--- config.mk ---
export PLATFORM = sky130hd
export DESIGN_NAME = fax_dle_unstuff_bit_reverse_unit
export DESIGN_NICKNAME = d
export VERILOG_FILES = /design/src/design/fdle_pkg.sv /design/src/design/fdle_core.sv /design/src/design/fax_dle_unstuff_bit_reverse_unit.sv
export SDC_FILE = /design/constraint.sdc
export NUM_CORES = 1
export LEC_CHECK = 0
export BUFFER_PORTS_ARGS = -buffer_cell sky130_fd_sc_hd__buf_2
export CAP_MARGIN = 20
export CORE_ASPECT_RATIO = 0.75
export CORE_MARGIN = 2
export CORE_UTILIZATION = 55
export DETAILED_ROUTE_END_ITERATION = 8
export PLACE_DENSITY = 0.84
export SLEW_MARGIN = 20
export SYNTH_ARGS = -nofsm -noshare
export SYNTH_HDL_FRONTEND = slang
export SYNTH_SLANG_ARGS = --single-unit
--- constraint.sdc ---
create_clock -name clk_i -period 5.58 [get_ports clk_i]
set_input_delay 1.116 -clock clk_i [delete_from_list [all_inputs] [get_ports clk_i]]
set_output_delay 1.116 -clock clk_i [all_outputs]
set_load 0.02 [all_outputs]
--- src/design/fdle_pkg.sv ---
`timescale 1ns / 1ps
// ----------------------------------------------------------------------------
// fdle_pkg
// Shared types, constants and helpers for the fax DLE unstuffing unit.
// ----------------------------------------------------------------------------
package fdle_pkg;

  localparam int unsigned COUNT_BITS = 24;  // page byte counter width, 16..32
  localparam int unsigned REPORT_BITS = 24;
  localparam int unsigned TMO_BITS = 16;

  localparam logic [7:0] BYTE_DLE = 8'h10;
  localparam logic [7:0] BYTE_ETX = 8'h03;
  localparam logic [31:0] REPORT_MAX = 32'h00FF_FFFF;

  typedef enum logic [1:0] {
    MODE_BYTE  = 2'd0,
    MODE_TICK  = 2'd1,
    MODE_START = 2'd2,
    MODE_NONE  = 2'd3
  } mode_e;

  typedef enum logic [1:0] {
    KIND_DATA  = 2'd0,
    KIND_GOOD  = 2'd1,
    KIND_ERROR = 2'd2
  } kind_e;

  typedef enum logic [1:0] {
    CFG_IGNORE_CARRIER = 2'd0,
    CFG_IDLE_TMO       = 2'd1,
    CFG_ESC_TMO        = 2'd2,
    CFG_MIN_KEEP       = 2'd3
  } cfg_idx_e;

  typedef struct packed {
    logic                  ignore_carrier;
    logic [TMO_BITS-1:0]   idle_tmo;
    logic [TMO_BITS-1:0]   esc_tmo;
    logic [TMO_BITS-1:0]   min_keep;
  } cfg_t;

  typedef struct packed {
    logic                  page_done;
    logic                  esc_pending;
    logic [TMO_BITS-1:0]   idle_count;
    logic [TMO_BITS-1:0]   esc_count;
    logic [COUNT_BITS-1:0] byte_count;
  } st_t;

  typedef struct packed {
    kind_e                  kind;
    logic [7:0]             out_byte;
    logic [REPORT_BITS-1:0] page_bytes;
    logic                   keep_page;
  } res_t;

  function automatic logic [7:0] reverse8(input logic [7:0] v);
    logic [7:0] r;
    for (int i = 0; i < 8; i++) begin
      r[i] = v[7-i];
    end
    return r;
  endfunction

endpackage

--- src/design/fdle_core.sv ---
`timescale 1ns / 1ps
// ----------------------------------------------------------------------------
// fdle_core
// Per-word step logic: next page state and the optional result word.
// ----------------------------------------------------------------------------
module fdle_core (
  input  fdle_pkg::cfg_t  cfg_i,
  input  fdle_pkg::st_t   st_i,
  input  logic [1:0]      mode_i,
  input  logic [7:0]      rx_byte_i,
  input  logic            carrier_i,
  output fdle_pkg::st_t   st_o,
  output logic            res_valid_o,
  output fdle_pkg::res_t  res_o
);

  logic                            do_fin;
  logic                            do_emit;
  logic                            do_clr;
  fdle_pkg::kind_e                 fin_kind;
  logic [fdle_pkg::TMO_BITS:0]     esc_inc;
  logic [fdle_pkg::TMO_BITS:0]     idle_inc;
  logic [fdle_pkg::COUNT_BITS-1:0] cnt_next;
  logic [31:0]                     cnt_wide;

  assign esc_inc  = {1'b0, st_i.esc_count} + 1'b1;
  assign idle_inc = {1'b0, st_i.idle_count} + 1'b1;

  always_comb begin
    st_o     = st_i;
    do_fin   = 1'b0;
    do_emit  = 1'b0;
    do_clr   = 1'b0;
    fin_kind = fdle_pkg::KIND_GOOD;
    unique case (fdle_pkg::mode_e'(mode_i))
      fdle_pkg::MODE_START: begin
        st_o   = '0;
        do_clr = 1'b1;
      end
      fdle_pkg::MODE_BYTE: begin
        if (!st_i.page_done) begin
          st_o.idle_count = '0;
          if (st_i.esc_pending) begin
            st_o.esc_pending = 1'b0;
            st_o.esc_count   = '0;
            if (rx_byte_i == fdle_pkg::BYTE_ETX) begin
              do_fin = 1'b1;
            end else begin
              do_emit = 1'b1;
            end
          end else if (!cfg_i.ignore_carrier && !carrier_i) begin
            do_fin = 1'b1;  // carrier lost, byte dropped
          end else if (rx_byte_i == fdle_pkg::BYTE_DLE) begin
            st_o.esc_pending = 1'b1;
            st_o.esc_count   = '0;
          end else begin
            do_emit = 1'b1;
          end
        end
      end
      fdle_pkg::MODE_TICK: begin
        if (!st_i.page_done) begin
          if (st_i.esc_pending) begin
            st_o.esc_count = esc_inc[fdle_pkg::TMO_BITS-1:0];
            if (esc_inc >= {1'b0, cfg_i.esc_tmo}) begin
              do_fin   = 1'b1;
              do_clr   = 1'b1;
              fin_kind = fdle_pkg::KIND_ERROR;
            end
          end else if (!cfg_i.ignore_carrier) begin
            do_fin = !carrier_i;
          end else begin
            st_o.idle_count = idle_inc[fdle_pkg::TMO_BITS-1:0];
            if (idle_inc >= {1'b0, cfg_i.idle_tmo}) begin
              do_fin   = 1'b1;
              fin_kind = fdle_pkg::KIND_ERROR;
            end
          end
        end
      end
      default: begin
      end
    endcase

    // byte counter saturates at all ones
    if (do_clr) begin
      cnt_next = '0;
    end else if (do_emit && (st_i.byte_count != '1)) begin
      cnt_next = st_i.byte_count + 1'b1;
    end else begin
      cnt_next = st_i.byte_count;
    end
    st_o.byte_count = cnt_next;

    if (do_fin) begin
      st_o.page_done   = 1'b1;
      st_o.esc_pending = 1'b0;
      st_o.esc_count   = '0;
      st_o.idle_count  = '0;
    end
  end

  assign cnt_wide = 32'(cnt_next);

  always_comb begin
    res_valid_o = do_fin || do_emit;
    res_o.kind  = do_fin ? fin_kind : fdle_pkg::KIND_DATA;
    res_o.out_byte = do_fin ? 8'h00 : fdle_pkg::reverse8(rx_byte_i);
    res_o.page_bytes = (cnt_wide > fdle_pkg::REPORT_MAX) ?
                       fdle_pkg::REPORT_MAX[fdle_pkg::REPORT_BITS-1:0] :
                       cnt_wide[fdle_pkg::REPORT_BITS-1:0];
    res_o.keep_page = do_fin && (cnt_wide > 32'(cfg_i.min_keep));
  end

endmodule

--- src/design/fax_dle_unstuff_bit_reverse_unit.sv ---
`timescale 1ns / 1ps
// ----------------------------------------------------------------------------
// fax_dle_unstuff_bit_reverse_unit
// Fax page receiver: DLE unstuffing, bit reversal and page end detection.
// ----------------------------------------------------------------------------
// Input channel (in_valid_i/in_ready_o) takes one word per cycle when ready:
// a modem byte, a time tick or a start-of-page marker, with the carrier level.
// Output channel (out_valid_o/out_ready_i) returns at most one word per
// input: a bit-reversed data byte, or a page end (good or error) with the
// page byte count and the keep flag.
// A result is registered, in the skid entry while the result register waits.
// Throughput: one input per cycle while in_ready_o is high; the page
// state updates in a single combinational step, so words follow with no gap.
// A two-entry output buffer (result register plus skid) lets an input be
// taken while a result waits; in_ready_o drops only once both are full.
// Configuration is written through cfg_we_i/cfg_idx_i/cfg_wdata_i, taken at
// once. Users write it only while the unit is idle; the unit does not check.
// Reset: the unit waits for a start marker; bytes and ticks before it are
// dropped. Registers return to ignore_carrier 0, idle timeout 15000,
// escape timeout 4000 and min keep 256; the output buffer empties.
// ----------------------------------------------------------------------------
module fax_dle_unstuff_bit_reverse_unit (
  input  logic        clk_i,
  input  logic        rst_ni,
  input  logic        cfg_we_i,
  input  logic [1:0]  cfg_idx_i,
  input  logic [15:0] cfg_wdata_i,
  input  logic        in_valid_i,
  output logic        in_ready_o,
  input  logic [1:0]  mode_i,
  input  logic [7:0]  rx_byte_i,
  input  logic        carrier_i,
  output logic        out_valid_o,
  input  logic        out_ready_i,
  output logic [1:0]  kind_o,
  output logic [7:0]  out_byte_o,
  output logic [23:0] page_bytes_o,
  output logic        keep_page_o
);

  fdle_pkg::cfg_t cfg_q;
  fdle_pkg::st_t  st_q, st_d;
  fdle_pkg::res_t res;
  fdle_pkg::res_t out_q, skid_q;
  logic           res_valid;
  logic           out_valid_q, skid_valid_q;
  logic           in_acc, res_new, out_free;

  fdle_core u_core (
    .cfg_i       (cfg_q),
    .st_i        (st_q),
    .mode_i      (mode_i),
    .rx_byte_i   (rx_byte_i),
    .carrier_i   (carrier_i),
    .st_o        (st_d),
    .res_valid_o (res_valid),
    .res_o       (res)
  );

  assign in_ready_o = !skid_valid_q;
  assign in_acc     = in_valid_i && in_ready_o;
  assign res_new    = in_acc && res_valid;
  assign out_free   = !out_valid_q || out_ready_i;

  always_ff @(posedge clk_i or negedge rst_ni) begin
    if (!rst_ni) begin
      cfg_q.ignore_carrier <= 1'b0;
      cfg_q.idle_tmo       <= 16'd15000;
      cfg_q.esc_tmo        <= 16'd4000;
      cfg_q.min_keep       <= 16'd256;
    end else if (cfg_we_i) begin
      unique case (fdle_pkg::cfg_idx_e'(cfg_idx_i))
        fdle_pkg::CFG_IGNORE_CARRIER: cfg_q.ignore_carrier <= cfg_wdata_i[0];
        fdle_pkg::CFG_IDLE_TMO:       cfg_q.idle_tmo       <= cfg_wdata_i;
        fdle_pkg::CFG_ESC_TMO:        cfg_q.esc_tmo        <= cfg_wdata_i;
        fdle_pkg::CFG_MIN_KEEP:       cfg_q.min_keep       <= cfg_wdata_i;
        default: begin
        end
      endcase
    end
  end

  always_ff @(posedge clk_i or negedge rst_ni) begin
    if (!rst_ni) begin
      st_q <= '{page_done: 1'b1, esc_pending: 1'b0, idle_count: '0,
                esc_count: '0, byte_count: '0};
    end else if (in_acc) begin
      st_q <= st_d;
    end
  end

  // result register plus skid entry
  always_ff @(posedge clk_i or negedge rst_ni) begin
    if (!rst_ni) begin
      out_valid_q  <= 1'b0;
      skid_valid_q <= 1'b0;
    end else if (out_free) begin
      if (skid_valid_q) begin
        out_valid_q  <= 1'b1;
        skid_valid_q <= res_new;
      end else begin
        out_valid_q  <= res_new;
      end
    end else if (res_new) begin
      skid_valid_q <= 1'b1;
    end
  end

  always_ff @(posedge clk_i) begin
    if (out_free) begin
      if (skid_valid_q) begin
        out_q <= skid_q;
        if (res_new) begin
          skid_q <= res;
        end
      end else if (res_new) begin
        out_q <= res;
      end
    end else if (res_new) begin
      skid_q <= res;
    end
  end

  assign out_valid_o  = out_valid_q;
  assign kind_o       = out_q.kind;
  assign out_byte_o   = out_q.out_byte;
  assign page_bytes_o = out_q.page_bytes;
  assign keep_page_o  = out_q.keep_page;

`ifndef SYNTH
  // skid entry is only filled behind a waiting result
  a_skid_behind_out: assert property (@(posedge clk_i) disable iff (!rst_ni)
    skid_valid_q |-> out_valid_q)
    else $error("skid entry valid with empty result register");

  // page end result leaves the unit waiting for a start marker
  a_fin_sets_done: assert property (@(posedge clk_i) disable iff (!rst_ni)
    (res_new && (res.kind != fdle_pkg::KIND_DATA)) |=> st_q.page_done)
    else $error("page end did not close the page");

  // data words never carry the keep flag, page ends never carry a byte
  a_out_fields: assert property (@(posedge clk_i) disable iff (!rst_ni)
    out_valid_o |-> ((kind_o == fdle_pkg::KIND_DATA) ? !keep_page_o
                                                     : (out_byte_o == 8'h00)))
    else $error("result fields inconsistent with kind");
`endif

endmodule

==> metrics.yaml, run 1 <==
cells_and_area:
  nFillCells: 1368
  layout_common_cells: "nand2_1, dfrtp_1, inv_1, edfxtp_1, buf_2"
  syn_to_final_growth_pct: 13.8
  multi_input_area_um2: 4660
  final_layout_size_suffix_gt1_share_pct: 23.0
  final_common_cell: "nand2_1"
  stdcell_area_um2: 11200
  register_area_um2: 4850
  layout.nets: 1113
timing:
  fin_setup_tns_ps: 0
  min_period_over_period_pct: 95.1
  fin_ws_ps: 276
  post-route-min-period_ps: 5300
  hold_violations: 0
  worst_slew_pin_slew_ps: 1000
  clock_skew_ps: 8.30
  fin_hold_ws_ps: 482
  slew_viol_final: 0
  fmax_mhz: 189
  slew_headroom_pct: 33.2
  setup_viol: 0
grt:
  grt_pass1_wl_um: 37100
  grt_pass1_vias: 7018
  grt_antenna_before_repair: 1
  grt.busiest_layer: "met1"
  track_usage_pct: 25.5
  grt_max_degree: 65
  overflow: 0
  grtUsageMet1_pct: 40.1
  grtUsageMet3_pct: 5.38
  grt_use_met2_pct: 35.7
route:
  wl_per_cell_um: 18.2
  wl_um: 23300
  dr.pass1.iters: 6
  drtIter0Drc: 773
  ant_nets: 0
  vias_per_cell: 5.88
  drcViolationCount: 0
  vias: 7520
run:
  max_cap_violations: 0
clocking:
  insertion_delay_ps: 440
  htreeDepth: 4
  clk_pin_slew_ps: 60
  cts_made_buffers: 17
  root_buffer: "clkbuf_16"
  clock_sinks: 179
  cts_tree: "done"
  clock_path_buffers: 2
power:
  ir_drop_uv: 215
  p_seq_share_pct: 48.2
  p_int_mw: 2.36
  comb_power_share_pct: 15.8
  p_sw_mw: 0.901
  pwr-share-clk_pct: 36.0
  p_sw_share_pct: 27.6
  p_leak_nw: 5.03
  power_density_nw_per_um2: 292
die:
  die_h_um: 120
  die_area_um2: 19000
  num_io_pins: 71
  die_width_um: 158
  core_um2: 17600
  initial_core_util_pct: 55.9
  rows: 42
hold_path:
  hold_class: "flip-flop to flip-flop"
  min-delay-start: "st_q[39]"
  whs_endpoint: "st_q[39]"
  hold_depth: 2
synthesis:
  async_reset_ff_share_pct: 60.9
  synthFlopType: "dfrtp_1"
  ys_seq_elements: 179
  seq_area_frac_synth_pct: 49.3
  synth_top_area_cell: "dfrtp_1"
  syn_inst: 945
  synth.avg_cell_area_um2: 10.4
  synth_area_leaders: "dfrtp_1, edfxtp_1, ha_1"
  synth_edf_count: 70
  synth.distinct_cells: 61
  syn_area_um2: 9840
  yosysTopAreaCellShare_pct: 23.9
  ys_warn_count: 0
  syn-num-nets: 1034
setup_path:
  rrSetupSlack_ps: 280
  reg2regPathDepth: 23
  worstPathRequired_ps: 5760
  r2r_end: "keep_page_o"
  worst_setup_path_end_kind: "flip-flop"
  path_class: "flip-flop to flip-flop"
  worstSetupStartpointType: "flip-flop"
  cp_max_fo: 6
  r2r-start: "st_q[24]"
  arrival_ps: 5490
placed_design:
  placed_area_um2: 10500
  hpwl_um: 16600
  port_buffers: 70
  place.gp.congestion: 0.951
  pre_cts_ws_ps: -5.81
status:
  run_status: "finished, final reports clean"
-- final cells by class --
| cell class | instances | share of cell area (%) |
|---|---|---|
| flip-flops and latches | 179 | 43.3 |
| multi-input cells | 659 | 41.6 |
| repair buffers | 92 | 4.77 |
| clock buffers | 19 | 3.87 |
| well taps | 242 | 2.70 |
| inverters | 75 | 2.51 |
| clock inverters | 13 | 1.20 |
| diodes | 1 | 0.0224 |
-- critical path, stage by stage, from the launching register on --
cell      delay (ps)
dfrtp_2          440
ha_4             180
nand3_1          150
nor4b_4          340
nand4_1          230
xnor2_2          200
ha_1             310
a21o_1           170
a21o_1           190
a221oi_2         160
o211ai_1         120
buf_4            170
a32o_2           340
or2_2            330
inv_1             80
ha_1             220
nand3_1          110
o22ai_1          110
o21a_1           180
o21ai_0          160
a21oi_1          110
o31ai_1          310
a21oi_1          150
mux2_2           300
-- kinds of logic (layout without fill, tap and decap cells) --
kind of cell	after synthesis	after routing	share of synthesized area, %
other cells	0	1	0
compound gates	169	170	11.1
xor+xnor	43	43	3.83
buf+inv	108	199	4.31
flops	179	179	49.3
simple gates	325	325	17.0
mux	66	66	7.48
fa+ha+maj	55	55	6.99
-- registers in the layout, indices dropped and copies added (netlist names) --
| signal | cells |
|---|---|
| skid_valid_q | 1 |
| page_bytes_o | 24 |
| cfg_q | 49 |
| skid_q | 35 |
| out_byte_o | 8 |
| out_valid_o | 1 |
| kind_o | 2 |
| st_q | 58 |
| keep_page_o | 1 |
-- synth_stat cells (all sizes together), types with 2 or more instances --
master  count
nor2       34
buf         5
o21a        5
nor4        8
inv        75
nor3b       2
or3         3
o31ai      31
nand2     115
a211oi      6
a22o        4
o21ai      69
mux2       60
ha         55
and4        7
nand4b      2
nand3      38
mux2i       6
xor2       25
nor3       16
dfrtp      94
nand3b      2
nor2b       4
and3       13
or4         2
o211ai      5
or2        14
a21oi      28
nand2b     30
o22ai       4
a21boi      2
nand4      19
a21o        6
clkbuf     28
xnor2      18
a221oi      2
dfstp      15
and2       13
edfxtp     70
-- timing repair --
item | CTS | global route
gates resized for setup | 1 | 12
hold endpoints to repair | 0 | 0
hold buffers | 0 | 0
cloned | 0 | 1
endpoints found under the setup margin | 1 | 22
setup buffers | 0 | 9
pin swaps | 0 | 5
-- per-stage QoR --
stage / power [mW] / util (%) / instances
after floorplan: 1.92 / - / 945
after global placement: 2.07 / 59.6 / 1237
after detailed placement: 2.09 / 59.6 / 1237
after CTS: 3.26 / 62.8 / 1269
after global routing: 3.40 / 63.6 / 1280
final: 3.26 / 63.6 / 1280
-- routing by layer --
layer	vias to the layer above	wire length, µm
met1	3654	11300
met5	-	0
li1	3521	-
met2	318	9830
met3	27	1860
met4	0	309
-- worst max path at each step --
stage          depth (start not counted)     endpoint      from
2_1_floorplan                         14  keep_page_o  st_q[24]
3_3_place_gp                          22  keep_page_o  st_q[24]
3_5_place_dp                          22  keep_page_o  st_q[24]
4_1_cts                               22  keep_page_o  st_q[24]
5_1_grt                               25  keep_page_o  st_q[25]
6_report                              23  keep_page_o  st_q[24]
-- power by group through the flow --
stage | Combinational [mW] | Sequential, mW | Clock, mW
after floorplan | 0.322 | 1.60 | 0
after CTS | 0.504 | 1.57 | 1.19
after global routing | 0.573 | 1.58 | 1.24
after detailed placement | 0.497 | 1.59 | 0
after global placement | 0.480 | 1.59 | 0
final | 0.515 | 1.57 | 1.18
Note: power is estimated with default switching activity, not from simulation.
==> run 2, diff against run 1 <==
Settings changed: PLACE_DENSITY 0.84 to 0.87.
==> run 2 against run 1 <==
Net effect: clock power about the same; hold slack better by 12 ps; register-to-register slack better by 60 ps; first-iteration DRC count up 17%; design area down 0.58%; count of clock-buffer cells in the layout down 2; critical path type unchanged.
==> metrics.yaml, run 2 (synthesized netlist as in run 1, its figures left out) <==
cells_and_area:
  layout_common_cells: "nand2_1, dfrtp_1, inv_1, edfxtp_1, buf_2"  # unchanged
  reg_top3: "st_q x58, cfg_q x49, skid_q x35"  # unchanged
  fin_util_pct: 63.2  # was 63.6%
  syn_to_final_growth_pct: 13.1  # was 13.8%
  final_cells: 1273  # was 1280
  final_common_cell: "nand2_1"  # unchanged
  n_antenna_cell: 0  # was 1
  top_register: "st_q"  # unchanged
  final_layout_size_suffix_gt1_share_pct: 22.5  # was 23.0%
  layout.nets: 1107  # was 1113
  largest_reg_flops: 58  # unchanged
  stdcell_area_um2: 11100  # was 11200 µm²
setup_path:
  cpPeakStageDelay_ps: 420  # was 440 ps
  cpMostUsedCell: "ha_1"
  worst_setup_path_end_kind: "flip-flop"  # unchanged
  worstPathRequired_ps: 5770  # was 5760 ps
  arrival_ps: 5430  # was 5490 ps
  path_class: "flip-flop to flip-flop"  # unchanged
  slowest_stage: "dfrtp_2"  # unchanged
  worstSetupStartpointType: "flip-flop"  # unchanged
  cp_max_fo: 22  # was 6
  path_cells: "ha_1, nand3_1, nor4b_4, nand4_1, xnor2_1, ha_1, a21o_1, a21o_1, a221oi_1, o211ai_1, a32o_2, buf_4, buf_12, nor2_1, ha_1, nand3_1, o22ai_1, o21a_1, o21ai_1, a21oi_1, o31ai_1, a21oi_1, mux2_2"  # was ha_4, nand3_1, nor4b_4, nand4_1, xnor2_2, ha_1, a21o_1, a21o_1, a221oi_2, o211ai_1, buf_4, a32o_2, or2_2, inv_1, ha_1, nand3_1, o22ai_1, o21a_1, o21ai_0, a21oi_1, o31ai_1, a21oi_1, mux2_2
route:
  wl_met1_um: 10700  # was 11300 µm
  route.met2.wl_um: 9940  # was 9830 µm
  top_layer_used: "met4"  # unchanged
  drcViolationCount: 0  # unchanged
  ant_nets: 0  # unchanged
  drtIter0Drc: 902  # was 773
  vias_per_cell: 5.89  # was 5.88
  met3_length_um: 2150  # was 1860 µm
  wl_um: 23100  # was 23300 µm
  dr.pass1.iters: 5  # was 6
  wl_per_cell_um: 18.2  # about the same
  vias: 7503  # was 7520
clocking:
  insertion_delay_ps: 440  # about the same
  htreeDepth: 4  # unchanged
  cts_made_buffers: 17  # unchanged
  clock_sinks: 179  # unchanged
  ctsHoldBuffers: 0  # unchanged
  root_buffer: "clkbuf_16"  # unchanged
  cts_tree: "done"  # unchanged
  clk_pin_slew_ps: 70  # was 60 ps
  clock_path_buffers: 2  # unchanged
hold_path:
  hold_class: "flip-flop to flip-flop"  # unchanged
timing:
  hold_violations: 0  # unchanged
  setup_viol: 0  # unchanged
  slew_viol_final: 0  # unchanged
  clock_skew_ps: 14.4  # was 8.30 ps
  fmax_mhz: 191  # was 189 MHz
  min_period_over_period_pct: 93.9  # was 95.1%
  post-route-min-period_ps: 5240  # was 5300 ps
  slew_headroom_pct: 27.7  # was 33.2%
  fin_setup_tns_ps: 0  # unchanged
  worst_slew_pin_slew_ps: 1080  # was 1000 ps
power:
  pwr-share-clk_pct: 36.3  # was 36.0%
  power_density_nw_per_um2: 294  # was 292 nW/µm²
  p_sw_mw: 0.945  # was 0.901 mW
  p_int_mw: 2.33  # was 2.36 mW
  p_leak_nw: 4.98  # was 5.03 nW
  p_sw_share_pct: 28.8  # was 27.6%
  ir_drop_uv: 214  # was 215 µV
  comb_power_share_pct: 15.7  # was 15.8%
  p_seq_share_pct: 48.0  # was 48.2%
  p_total_mw: 3.28  # was 3.26 mW
grt:
  grt_antenna_before_repair: 0  # was 1
  track_usage_pct: 25.2  # was 25.5%
  grt_max_degree: 62  # was 65
  grt_pass1_wl_um: 36500  # was 37100 µm
  overflow: 0  # unchanged
  grt_pass1_vias: 7097  # was 7018
die:
  core_um2: 17600  # unchanged
  die_area_um2: 19000  # unchanged
  die_width_um: 158  # unchanged
  num_io_pins: 71  # unchanged
  initial_core_util_pct: 55.9  # unchanged
  rows: 42  # unchanged
  die_h_um: 120  # unchanged
placed_design:
  placed_area_um2: 10500  # about the same
  dp.cells: 1238  # was 1237
  hpwl_um: 16600  # about the same
  port_buffers: 70  # unchanged
  place.gp.congestion: 0.910  # was 0.951
status:
  run_status: "finished, final reports clean"  # unchanged
run:
  max_cap_violations: 0  # unchanged
run 2: cell count changes in the layout (fill, tap and decap cells not counted), moves of 2 or more:
cell        delta
clkinv_2       -3
inv_8          +4
buf_4          -5
clkinvlp_4     +2
xnor2_1        +2
clkbuf_1       -2
xnor2_2        -2
run 2: final cells by class:
cell class              instances  area (µm²)
flip-flops and latches        179        4850
inverters                      75         282
well taps                     242         303
multi-input cells             658        4620
clock buffers                  17         425
fillers                      1344        6470
clock inverters                15         149
repair buffers                 87         505
run 2: power by group through the flow:
stage / clock network (mW) / registers [mW] / logic (mW)
4_1_cts: 1.20 / 1.57 / 0.508
2_1_floorplan: 0 / 1.60 / 0.322
3_5_place_dp: 0 / 1.59 / 0.501
3_3_place_gp: 0 / 1.59 / 0.481
5_1_grt: 1.25 / 1.58 / 0.567
6_report: 1.19 / 1.57 / 0.516
run 2: path summary, 6_finish.rpt:
check	startpoint	to	slack [ps]	cells after the start
setup / recovery	st_q[24]	keep_page_o	340	23
hold / removal	st_q[39]	st_q[39]	490	2
setup reg to reg	st_q[24]	keep_page_o	340	23
hold reg to reg	st_q[39]	st_q[39]	490	2
max in group asynchronous	rst_ni	cfg_q[29]	3670	2
min in group asynchronous	rst_ni	st_q[26]	780	1
run 2: per-layer routing:
layer  GRT usage, %  vias up
li1               -     3507
met1           37.5     3627
met2           35.7      339
met3           7.55       30
met4           7.09        0
met5              0        -
run 2: metrics by stage:
| stage | hold slack, ps | worst slack [ps] |
|---|---|---|
| final | 494 | 338 |
| after global routing | 525 | -1.55 |
| after CTS | 492 | 129 |
| after detailed placement | 476 | 193 |
| after global placement | 466 | 382 |
| after floorplan | 451 | 411 |
run 2: what timing repair did:
| action | in CTS | in global routing |
|---|---|---|
| setup endpoints to repair | 0 | 2 |
| endpoints found under the hold margin | 0 | 0 |
| resized for setup | 0 | 9 |
| setup buffers | 0 | 3 |
run 2: worst max-delay path: cells and delay by family (launching register included):
kind,cells,cell delay (ps)
AO/OA/AOI/OAI,11,2030
AND/OR/NAND/NOR,5,960
adder cells (fa/ha/maj),3,780
flip-flops,1,420
buffers and inverters,2,300
multiplexers,1,290
XOR/XNOR,1,210
